### src/rtl/fppi_pkg.sv
// ----------------------------------------------------------------------------
// fppi_pkg
// Shared types and constants for the fixed-point PI controller.
// ----------------------------------------------------------------------------
package fppi_pkg;

  localparam int unsigned DATA_W  = 16;
  localparam int unsigned TIME_W  = 32;
  localparam int unsigned EDT_W   = 24;
  localparam int unsigned MUL_A_W = 25;
  localparam int unsigned MUL_B_W = 17;
  localparam int unsigned MUL_P_W = MUL_A_W + MUL_B_W;

  localparam logic signed [DATA_W:0] INTEG_MAX   = 17'sd32767;
  localparam logic signed [DATA_W:0] INTEG_MIN   = -17'sd32768;
  localparam logic signed [DATA_W:0] DRIVE_LIMIT = 17'sd32640;

  // Multiplier operand selection codes.
  localparam logic [1:0] MUL_OP_P = 2'd0;
  localparam logic [1:0] MUL_OP_E = 2'd1;
  localparam logic [1:0] MUL_OP_I = 2'd2;

  // Configuration register indexes.
  localparam logic REG_PROP_GAIN     = 1'b0;
  localparam logic REG_INTEGRAL_GAIN = 1'b1;

  typedef struct packed {
    logic       load;
    logic       mul_en;
    logic [1:0] mul_op;
    logic       finish;
  } dp_cmd_t;

endpackage

### src/rtl/fppi_ctrl.sv
// ----------------------------------------------------------------------------
// fppi_ctrl
// Sequencer for one controller update: three multiplies, then accumulate.
// ----------------------------------------------------------------------------
module fppi_ctrl (
  input  logic              clk,
  input  logic              rst_n,
  input  logic              in_tvalid,
  output logic              in_tready,
  output logic              out_tvalid,
  input  logic              out_tready,
  output fppi_pkg::dp_cmd_t cmd
);

  localparam logic [2:0] ST_IDLE  = 3'd0;
  localparam logic [2:0] ST_MUL_P = 3'd1;
  localparam logic [2:0] ST_MUL_E = 3'd2;
  localparam logic [2:0] ST_MUL_I = 3'd3;
  localparam logic [2:0] ST_DONE  = 3'd4;

  logic [2:0] state_r, state_nxt;
  logic       out_valid_r, out_valid_nxt;

  always_comb begin
    state_nxt  = state_r;
    cmd        = '0;
    cmd.mul_op = fppi_pkg::MUL_OP_P;
    case (state_r)
      ST_IDLE: begin
        if (in_tvalid) begin
          cmd.load  = 1'b1;
          state_nxt = ST_MUL_P;
        end
      end
      ST_MUL_P: begin
        cmd.mul_en = 1'b1;
        cmd.mul_op = fppi_pkg::MUL_OP_P;
        state_nxt  = ST_MUL_E;
      end
      ST_MUL_E: begin
        cmd.mul_en = 1'b1;
        cmd.mul_op = fppi_pkg::MUL_OP_E;
        state_nxt  = ST_MUL_I;
      end
      ST_MUL_I: begin
        cmd.mul_en = 1'b1;
        cmd.mul_op = fppi_pkg::MUL_OP_I;
        state_nxt  = ST_DONE;
      end
      ST_DONE: begin
        // The output register must be free or emptying this cycle.
        if (!out_valid_r || out_tready) begin
          cmd.finish = 1'b1;
          state_nxt  = ST_IDLE;
        end
      end
      default: state_nxt = ST_IDLE;
    endcase
  end

  always_comb begin
    out_valid_nxt = out_valid_r;
    if (cmd.finish) begin
      out_valid_nxt = 1'b1;
    end else if (out_tready) begin
      out_valid_nxt = 1'b0;
    end
  end

  always_ff @(posedge clk) begin
    if (!rst_n) begin
      state_r     <= ST_IDLE;
      out_valid_r <= 1'b0;
    end else begin
      state_r     <= state_nxt;
      out_valid_r <= out_valid_nxt;
    end
  end

  assign in_tready  = (state_r == ST_IDLE);
  assign out_tvalid = out_valid_r;

endmodule

### src/rtl/fppi_dp.sv
// ----------------------------------------------------------------------------
// fppi_dp
// Datapath: error and elapsed time, one shared signed multiplier, the
// saturating integrator and the clamped output register.
// ----------------------------------------------------------------------------
module fppi_dp (
  input  logic                                    clk,
  input  logic                                    rst_n,
  input  fppi_pkg::dp_cmd_t                       cmd,
  input  logic signed [fppi_pkg::DATA_W-1:0]      setpoint,
  input  logic signed [fppi_pkg::DATA_W-1:0]      measured,
  input  logic        [fppi_pkg::TIME_W-1:0]      now_us,
  input  logic signed [fppi_pkg::DATA_W-1:0]      prop_gain,
  input  logic signed [fppi_pkg::DATA_W-1:0]      integral_gain,
  output logic signed [fppi_pkg::DATA_W-1:0]      drive
);

  localparam int unsigned DW  = fppi_pkg::DATA_W;
  localparam int unsigned MAW = fppi_pkg::MUL_A_W;
  localparam int unsigned MBW = fppi_pkg::MUL_B_W;

  logic signed [DW-1:0]                     err_r;
  logic        [DW-1:0]                     dt_r;
  logic        [fppi_pkg::TIME_W-1:0]       prev_time_r;
  logic signed [DW-1:0]                     pterm_r;
  logic signed [fppi_pkg::EDT_W-1:0]        edt_r;
  logic signed [DW-1:0]                     inc_r;
  logic signed [DW-1:0]                     integ_r, integ_nxt;
  logic signed [DW-1:0]                     drive_r, drive_nxt;
  logic        [fppi_pkg::TIME_W-1:0]       elapsed;

  logic signed [fppi_pkg::MUL_A_W-1:0]      mul_a;
  logic signed [fppi_pkg::MUL_B_W-1:0]      mul_b;
  logic signed [fppi_pkg::MUL_P_W-1:0]      prod;

  logic signed [DW:0]                       acc, acc_sat, total, total_sat;

  assign elapsed = now_us - prev_time_r;

  always_comb begin
    case (cmd.mul_op)
      fppi_pkg::MUL_OP_P: begin
        mul_a = MAW'(prop_gain);
        mul_b = MBW'(err_r);
      end
      fppi_pkg::MUL_OP_E: begin
        mul_a = MAW'(err_r);
        mul_b = $signed({1'b0, dt_r});
      end
      fppi_pkg::MUL_OP_I: begin
        mul_a = MAW'(edt_r);
        mul_b = MBW'(integral_gain);
      end
      default: begin
        mul_a = '0;
        mul_b = '0;
      end
    endcase
  end

  assign prod = mul_a * mul_b;

  // Both sums are 17 bits wide and their operands hold 16-bit values, so neither can wrap.
  always_comb begin
    acc = (DW+1)'(integ_r) + (DW+1)'(inc_r);
    if (acc > fppi_pkg::INTEG_MAX) begin
      acc_sat = fppi_pkg::INTEG_MAX;
    end else if (acc < fppi_pkg::INTEG_MIN) begin
      acc_sat = fppi_pkg::INTEG_MIN;
    end else begin
      acc_sat = acc;
    end
    total = (DW+1)'(pterm_r) + acc_sat;
    if (total > fppi_pkg::DRIVE_LIMIT) begin
      total_sat = fppi_pkg::DRIVE_LIMIT;
    end else if (total < -fppi_pkg::DRIVE_LIMIT) begin
      total_sat = -fppi_pkg::DRIVE_LIMIT;
    end else begin
      total_sat = total;
    end
    integ_nxt = acc_sat[DW-1:0];
    drive_nxt = total_sat[DW-1:0];
  end

  always_ff @(posedge clk) begin
    if (!rst_n) begin
      prev_time_r <= '0;
      integ_r     <= '0;
    end else begin
      if (cmd.load) begin
        prev_time_r <= now_us;
      end
      if (cmd.finish) begin
        integ_r <= integ_nxt;
      end
    end
  end

  always_ff @(posedge clk) begin
    if (cmd.load) begin
      err_r <= setpoint - measured;
      dt_r  <= elapsed[DW-1:0];
    end
    if (cmd.mul_en) begin
      case (cmd.mul_op)
        fppi_pkg::MUL_OP_P: pterm_r <= prod[DW+7:8];
        fppi_pkg::MUL_OP_E: edt_r   <= prod[fppi_pkg::EDT_W+7:8];
        fppi_pkg::MUL_OP_I: inc_r   <= prod[DW+15:16];
        default: ;
      endcase
    end
    if (cmd.finish) begin
      drive_r <= drive_nxt;
    end
  end

  assign drive = drive_r;

endmodule

### src/rtl/fixed_point_pi_controller.sv
// ----------------------------------------------------------------------------
// fixed_point_pi_controller
// Fixed-point PI controller with a saturating integrator and an APB-style
// gain register port.
// ----------------------------------------------------------------------------
// Each input beat carries a setpoint, a measured value and a microsecond
// timestamp; each one produces exactly one drive beat. An update makes three
// passes through one shared 25x17 multiplier plus the accumulate step, and a
// new beat is accepted once the previous update has reached the output
// register; the accumulate step waits while that register still holds an
// unaccepted result. A finished result waiting on out_tready does not block
// the next beat from being accepted. Gains are Q8.8 and should be written
// while the block is idle.
module fixed_point_pi_controller (
  input  logic        clk,
  input  logic        rst_n,
  // Input stream.
  input  logic        in_tvalid,
  output logic        in_tready,
  input  logic [63:0] in_tdata,   // setpoint[15:0], measured[31:16], now_us[63:32]
  // Result stream.
  output logic        out_tvalid,
  input  logic        out_tready,
  output logic [15:0] out_tdata,  // drive[15:0]
  // Configuration port.
  input  logic        cfg_psel,
  input  logic        cfg_penable,
  input  logic        cfg_pwrite,
  input  logic [2:0]  cfg_paddr,
  input  logic [31:0] cfg_pwdata,
  output logic [31:0] cfg_prdata,
  output logic        cfg_pready
);

  localparam int unsigned DW = fppi_pkg::DATA_W;

  logic signed [DW-1:0] prop_gain_r;
  logic signed [DW-1:0] integral_gain_r;
  logic                 cfg_wr;
  logic                 cfg_idx;
  logic signed [DW-1:0] drive;
  fppi_pkg::dp_cmd_t    cmd;

  assign cfg_pready = 1'b1;
  assign cfg_wr     = cfg_psel && cfg_penable && cfg_pwrite && cfg_pready;
  assign cfg_idx    = cfg_paddr[2];

  always_ff @(posedge clk) begin
    if (!rst_n) begin
      prop_gain_r     <= 16'sd256;
      integral_gain_r <= '0;
    end else if (cfg_wr) begin
      case (cfg_idx)
        fppi_pkg::REG_PROP_GAIN:     prop_gain_r     <= cfg_pwdata[DW-1:0];
        fppi_pkg::REG_INTEGRAL_GAIN: integral_gain_r <= cfg_pwdata[DW-1:0];
        default: ;
      endcase
    end
  end

  always_comb begin
    case (cfg_idx)
      fppi_pkg::REG_PROP_GAIN:     cfg_prdata = {16'd0, prop_gain_r};
      fppi_pkg::REG_INTEGRAL_GAIN: cfg_prdata = {16'd0, integral_gain_r};
      default:                     cfg_prdata = '0;
    endcase
  end

  fppi_ctrl u_ctrl (
    .clk        (clk),
    .rst_n      (rst_n),
    .in_tvalid  (in_tvalid),
    .in_tready  (in_tready),
    .out_tvalid (out_tvalid),
    .out_tready (out_tready),
    .cmd        (cmd)
  );

  fppi_dp u_dp (
    .clk           (clk),
    .rst_n         (rst_n),
    .cmd           (cmd),
    .setpoint      (in_tdata[15:0]),
    .measured      (in_tdata[31:16]),
    .now_us        (in_tdata[63:32]),
    .prop_gain     (prop_gain_r),
    .integral_gain (integral_gain_r),
    .drive         (drive)
  );

  assign out_tdata = drive;

endmodule

### config.mk
export PLATFORM = sky130hd
export DESIGN_NAME = fixed_point_pi_controller
export DESIGN_NICKNAME = d
export VERILOG_FILES = /design/src/rtl/fppi_pkg.sv /design/src/rtl/fppi_ctrl.sv /design/src/rtl/fppi_dp.sv /design/src/rtl/fixed_point_pi_controller.sv
export SDC_FILE = /design/constraint.sdc
export NUM_CORES = 1
export LEC_CHECK = 0
export BUFFER_PORTS_ARGS = -buffer_cell sky130_fd_sc_hd__buf_2
export CAP_MARGIN = 40
export CORE_MARGIN = 5
export CORE_UTILIZATION = 26
export DETAILED_ROUTE_END_ITERATION = 12
export SLEW_MARGIN = 5
export SYNTH_ARGS = -nofsm -noshare
export SYNTH_HDL_FRONTEND = slang
export SYNTH_SLANG_ARGS = --single-unit
### constraint.sdc
create_clock -name clk -period 21.2 [get_ports clk]
set_input_delay 2.12 -clock clk [delete_from_list [all_inputs] [get_ports clk]]
set_output_delay 2.12 -clock clk [all_outputs]
set_load 0.01 [all_outputs]
Word level (Yosys, flattened, before mapping)
Cells that the tools add are included.
Operators by class
  $add $sub $neg: 4
  multiplexer cells: 16
  eq/ne operators: 8
  magnitude comparators: 4
  bitwise gates (word level): 1
  reduce and logical (&&, ||, !) cells: 14
  multiply operators: 1
Operator list (number)
  $pmux W25 S3: 1
  $pmux W32 S2: 1
  $pmux W17 S3: 1
  $gt A17 B16 Y1 const B: 2
  $lt A17 B16 Y1 const B: 2
  $mux W17: 2
  $mul A25 B17 Y32: 1
  $sub A16 B16 Y16: 2
  $add A16 B16 Y17: 1
  $add A16 B17 Y17: 1
  $mux W16: 1
  $pmux W3 S5: 1
  $reduce_and A2 Y1: 6
  $pmux W3 S3: 1
  $eq A3 B2 Y1 const B: 2
  $mux W1: 6
  $mux W3: 2
  $eq A3 B1 Y1 const B: 1
  $eq A3 B3 Y1 const B: 1
  $logic_not A3 Y1: 1
  $eq A2 B1 Y1 const B: 1
  $eq A2 B2 Y1 const B: 1
  $logic_and A1 B1 Y1: 2
  $logic_not A2 Y1: 1
  other kinds (7): 7
Storage, ports and cells
  register bits after elaboration: 172
  word-level logic and storage cells: 61
  output and inout bits: 51

Logic depth before layout (Yosys ltp)
  depth in word-level cells: 7
  mapped depth: 31
  gate-level depth less buffers: 27

Modules after synthesis
Synthesis repeated with hierarchy kept, for this count alone.
Unflattened totals
  cell total of the unflattened synthesis: 2321
  area total of the unflattened synthesis: 21529.4 µm²
Modules (own cells, without submodules)
  fppi_dp: cells an instance 2138, seq. area each 3763.6 µm², times used 1, area each 19741.4 µm²
  fixed_point_pi_controller: cells an instance 160, seq. area each 640.6 µm², times used 1, area each 1571.5 µm²
  fppi_ctrl: cells an instance 23, seq. area each 80.1 µm², times used 1, area each 216.5 µm²

Least setup slack after synthesis
Ideal clock, no wire load.
  path type: reg-to-reg
  from: register u_ctrl.state_r[1]
  to: register u_dp.edt_r[23] (netlist bit) (data pin)
  cell stages (with the launch flop): 26
  period minus slack after synthesis: 7.482 ns
  path buffers: 3
  data arrival time: 7.218 ns
  data required time: 20.936 ns
  path slack: 13.718 ns
  cell sequence: dfxtp_1 -> nand2b_1 -> buf_2 -> clkbuf_1 -> nor2_1 -> a21oi_1 -> clkbuf_1 -> nor2_1 -> fa_1 -> fa_1 -> fa_1 -> fa_1 -> fa_1 -> inv_1 -> fa_1 -> inv_1 -> ha_1 -> o21a_1 -> o21a_1 -> a21o_1 -> a221oi_2 -> o22ai_2 -> a21o_1 -> a21oi_2 -> o21bai_1 -> xnor2_1
On the way
  word-level cells in the longest chain between the ends: 5
RTL lines
  from (decl): line fppi_ctrl.sv:21  | logic [2:0] state_r, state_nxt;
  from (signal assigned): line fppi_ctrl.sv:75  | state_r <= state_nxt;
  $eq A3 B2 Y1 or $eq A3 B1 Y1 (tied branches): line fppi_ctrl.sv:28  | case (state_r)
  $pmux W3 S3 (*): line fppi_ctrl.sv:28
  $eq A2 B2 Y1, or another cell as far along: line fppi_dp.sv:41  | case (cmd.mul_op)
  $pmux W25 S3 or $pmux W17 S3 (tied branches): line fppi_dp.sv:41
  $mul A25 B17 Y32 (*): line fppi_dp.sv:61  | assign prod = mul_a * mul_b;
  net u_dp.prod, one bit: line fppi_dp.sv:34  | logic signed [fppi_pkg::MUL_P_W-1:0] prod;
  to (signal assigned): line fppi_dp.sv:107  | fppi_pkg::MUL_OP_E: edt_r <= prod[fppi_pkg::EDT_W+7:8];
  to (decl): line fppi_dp.sv:26  | logic signed [fppi_pkg::EDT_W-1:0] edt_r;
The timed path passes the listed nets; every way through them passes the cells marked *.
A chain may end at the register's enable or synchronous reset.

Worst setup path after layout
  from: register u_ctrl.state_r[2]
  to: register u_dp.inc_r[15] (data pin)
On the way
  word-level cells in the longest chain between the ends: 5
RTL lines
  $eq A3 B2 Y1 or $eq A3 B1 Y1 (tied branches): line fppi_ctrl.sv:28
  $pmux W3 S3 (*): line fppi_ctrl.sv:28
  $eq A2 B2 Y1, or another cell as far along: line fppi_dp.sv:41
  $pmux W25 S3 or $pmux W17 S3 (tied branches): line fppi_dp.sv:41
  $mul A25 B17 Y32 (*): line fppi_dp.sv:61
  net u_dp.prod, one bit: line fppi_dp.sv:34
  to (signal assigned): line fppi_dp.sv:108  | fppi_pkg::MUL_OP_I: inc_r <= prod[DW+15:16];
  to (decl): line fppi_dp.sv:27  | logic signed [DW-1:0] inc_r;
Marked as above.

==> flow_metrics.env <==
export IMPL_globalplace_congestion=0.9260
export IMPL_antenna_cells=0
export IMPL_dp_slack_ps=12490
export IMPL_status="complete, no violations"
export IMPL_track_usage=0.1282
export IMPL_max_cap_violations=0
export IMPL_synth_edf_count=104
export IMPL_clk_pin_slew_ps=80
export IMPL_cts_hold_buf=0
export IMPL_synth_warnings=0
export IMPL_ys_ff_latch=172
export IMPL_grt_pass1_wl_um=91050
export IMPL_yosysMostFrequentCell="inv_1"
export IMPL_io_buffers=105
export IMPL_slew_headroom=0.3598
export IMPL_core_area_um2=81980
export IMPL_routedWlPerCell_um=15.81
export IMPL_drc_errors=0
export IMPL_worstPathRequired_ps=21390
export IMPL_ctsResizeCount=0
export IMPL_ant_nets=0
export IMPL_synthFlopType="edfxtp_1"
export IMPL_avgSynthCellArea_um2=8.959
export IMPL_clock_skew_ps=17.33
export IMPL_yosysTopAreaCell="fa_1"
export IMPL_ios=157
export IMPL_end_kind="flop"
export IMPL_die_w_um=297.5
export IMPL_hold_violations=0
export IMPL_cts_path_max_buffers=2
export IMPL_cp_slowest_cell="buf_4"
export IMPL_rsz0062_at_grt="no"
export IMPL_p_total_mw=3.449
export IMPL_post_cts_buffers=0
export IMPL_maxSlewViolCount=0
export IMPL_via_per_inst=4.470
export IMPL_antenna_found_initial=0
export IMPL_drive_gt1_frac=0.09010
export IMPL_drtIter0Drc=801
export IMPL_setup_violations=0
export IMPL_async_flop_share=0
export IMPL_cts_sinks=172
export IMPL_worstHoldStart="u_dp.integ_r[11]$_SDFFE_PN0P_"
export IMPL_synth_common_cells="inv_1 (434), nand2_1 (354), fa_1 (317), nor2_1 (279), ha_1 (147)"
export IMPL_r2r_slack_ps=12510
export IMPL_areaGrowthSynthToFinish_pct=11.07
export IMPL_grt_max_degree=90
export IMPL_max_stage_delay_ps=650
export IMPL_power_density_nw_per_um2=144.6
export IMPL_vias=15900
export IMPL_row_count=105
export IMPL_yosysSeqAreaShare=0.2087
export IMPL_path_common_cell="fa_1"
export IMPL_path_class="reg -> reg"
export IMPL_power_leakage_nw=10.90
export IMPL_timing_fmax_mhz=115.1
export IMPL_start_util=0.2621
export IMPL_die_y_um=297.5
export IMPL_hold_path_class="reg -> reg"
export IMPL_yosysTopAreaCellShare=0.2954
export IMPL_numCtsBuffers=17
export IMPL_ir_worst_vdd_mv=0.1007
export IMPL_hold_path_endpoint="u_dp.integ_r[11]$_SDFFE_PN0P_"
export IMPL_period_needed_ps=8688
export IMPL_clk_latency_ps=450
export IMPL_die_area_um2=88480
export IMPL_critPathTopFamily="adder cells"
export IMPL_synthCells=2398
export IMPL_wl_um=56230
export IMPL_cts_tree="done"
export IMPL_place_inst=3524
export IMPL_first_pass_iters=5
export IMPL_cp_arrival_ps=8880
export IMPL_fin_cells=3556
export IMPL_synthDistinctLibCells=80
export IMPL_whs_path_depth=2
export IMPL_grt_ovfl_total=0
export IMPL_fin_crit_sh=0.4098
export IMPL_yosys_top_cells_area="fa_1 (30%), edfxtp_1 (15%), ha_1 (8.6%)"
export IMPL_dp_hpwl_um=45640
export IMPL_htree_levels=4
export IMPL_tightest_slew_ps=954.0
export IMPL_hold_worst_slack_ps=466.5
export IMPL_r2r_end="u_dp.inc_r[15]$_DFFE_PP_"
export IMPL_cp_start_kind="flop"
export IMPL_crit_buf_inv=5
export IMPL_nets=3043
export IMPL_clockRootBuffer="clkbuf_16"
export IMPL_ff2ff_path_depth=25
export IMPL_grt_pass1_vias=16660
export IMPL_reg2reg_from="u_ctrl.state_r[2]$_SDFFE_PN0P_"
export IMPL_setup_ws_ps=12510
export IMPL_path_max_fanout=89
export IMPL_tns_ps=0
export IMPL_synth_area_um2=21480
-- layout by cell type (no fill, tap or decap), types with 30 or more instances in the layout --
cell type and count:
inv_1 434, nand2_1 354, fa_1 317, nor2_1 278, ha_1 147, buf_2 105
edfxtp_1 104, xnor2_1 74, dfxtp_1 67, a21boi_0 53, o21ai_0 49, a21oi_1 48
o21a_1 45, mux2i_1 31, buf_4 30
-- kinds of logic after synthesis --
kind of cell / Yosys count / share of synthesized area
multiplexers: 52 / 0.02557
other: 2 / 0.0003496
AND/OR/NAND/NOR: 759 / 0.1458
AO/OA/AOI/OAI: 323 / 0.1034
flip-flops: 172 / 0.2087
buffers and inverters: 536 / 0.09796
adder cells (fa/ha/maj): 467 / 0.3824
XOR/XNOR: 87 / 0.03582
-- sequential cells by signal, indices dropped and copies added (netlist names) --
signal	count
integral_gain_r	16
prop_gain_r	16
u_ctrl.out_tvalid	1
u_ctrl.state_r	3
u_dp.drive	16
u_dp.dt_r	16
u_dp.edt_r	24
u_dp.err_r	16
u_dp.inc_r	16
u_dp.integ_r	16
u_dp.prev_time_r	16
u_dp.pterm_r	16
-- worst max path at each step --
stage | cells after the start | start | endpoint | slack [ps]
after floorplan | 25 | u_ctrl.state_r[1]$_SDFFE_PN0P_ | u_dp.edt_r[23]$_DFFE_PP_ | 13720
after global routing | 25 | u_ctrl.state_r[2]$_SDFFE_PN0P_ | u_dp.inc_r[15]$_DFFE_PP_ | 11950
after detailed placement | 25 | u_ctrl.state_r[2]$_SDFFE_PN0P_ | u_dp.inc_r[15]$_DFFE_PP_ | 12490
after global placement | 25 | u_ctrl.state_r[2]$_SDFFE_PN0P_ | u_dp.inc_r[15]$_DFFE_PP_ | 12590
final | 25 | u_ctrl.state_r[2]$_SDFFE_PN0P_ | u_dp.inc_r[15]$_DFFE_PP_ | 12510
after CTS | 25 | u_ctrl.state_r[2]$_SDFFE_PN0P_ | u_dp.inc_r[15]$_DFFE_PP_ | 12450
-- where the power goes --
group	internal [mW]	switching [mW]
registers	0.642	0.0536
clock network	0.169	0.160
logic	0.939	1.49
-- metal layers --
layer  vias up  track usage  routed length [um]
li1       7652            -                   -
met1      7708       0.1741               25890
met2       458       0.2022               24710
met3        78      0.03649                4265
met4         0      0.03264                1364
met5         -            0                   0
-- stage by stage --
| stage | utilization | area, um2 |
|---|---|---|
| after floorplan | - | 21540 |
| after global placement | 0.2826 | 23170 |
| after detailed placement | 0.2838 | 23260 |
| after CTS | 0.2911 | 23860 |
| after global routing | 0.2911 | 23860 |
| final | 0.2911 | 23860 |
-- final cells by class --
| cell class | instances | area, um2 |
|---|---|---|
| fillers | 8743 | 58120 |
| multi-input cells | 1705 | 14980 |
| flip-flops and latches | 172 | 4486 |
| inverters | 437 | 1640 |
| well taps | 1070 | 1339 |
| repair buffers | 140 | 818.3 |
| clock buffers | 17 | 425.4 |
| clock inverters | 15 | 172.7 |
-- worst register-to-register path, delay by kind of cell, from the launching register on --
kind	cells	cell delay (ps)
xor+xnor	1	410
compound gates	10	2600
flops	1	510
fa+ha+maj	7	3200
buf+inv	5	1440
simple gates	2	280
Note: power is estimated with default switching activity, not from simulation.
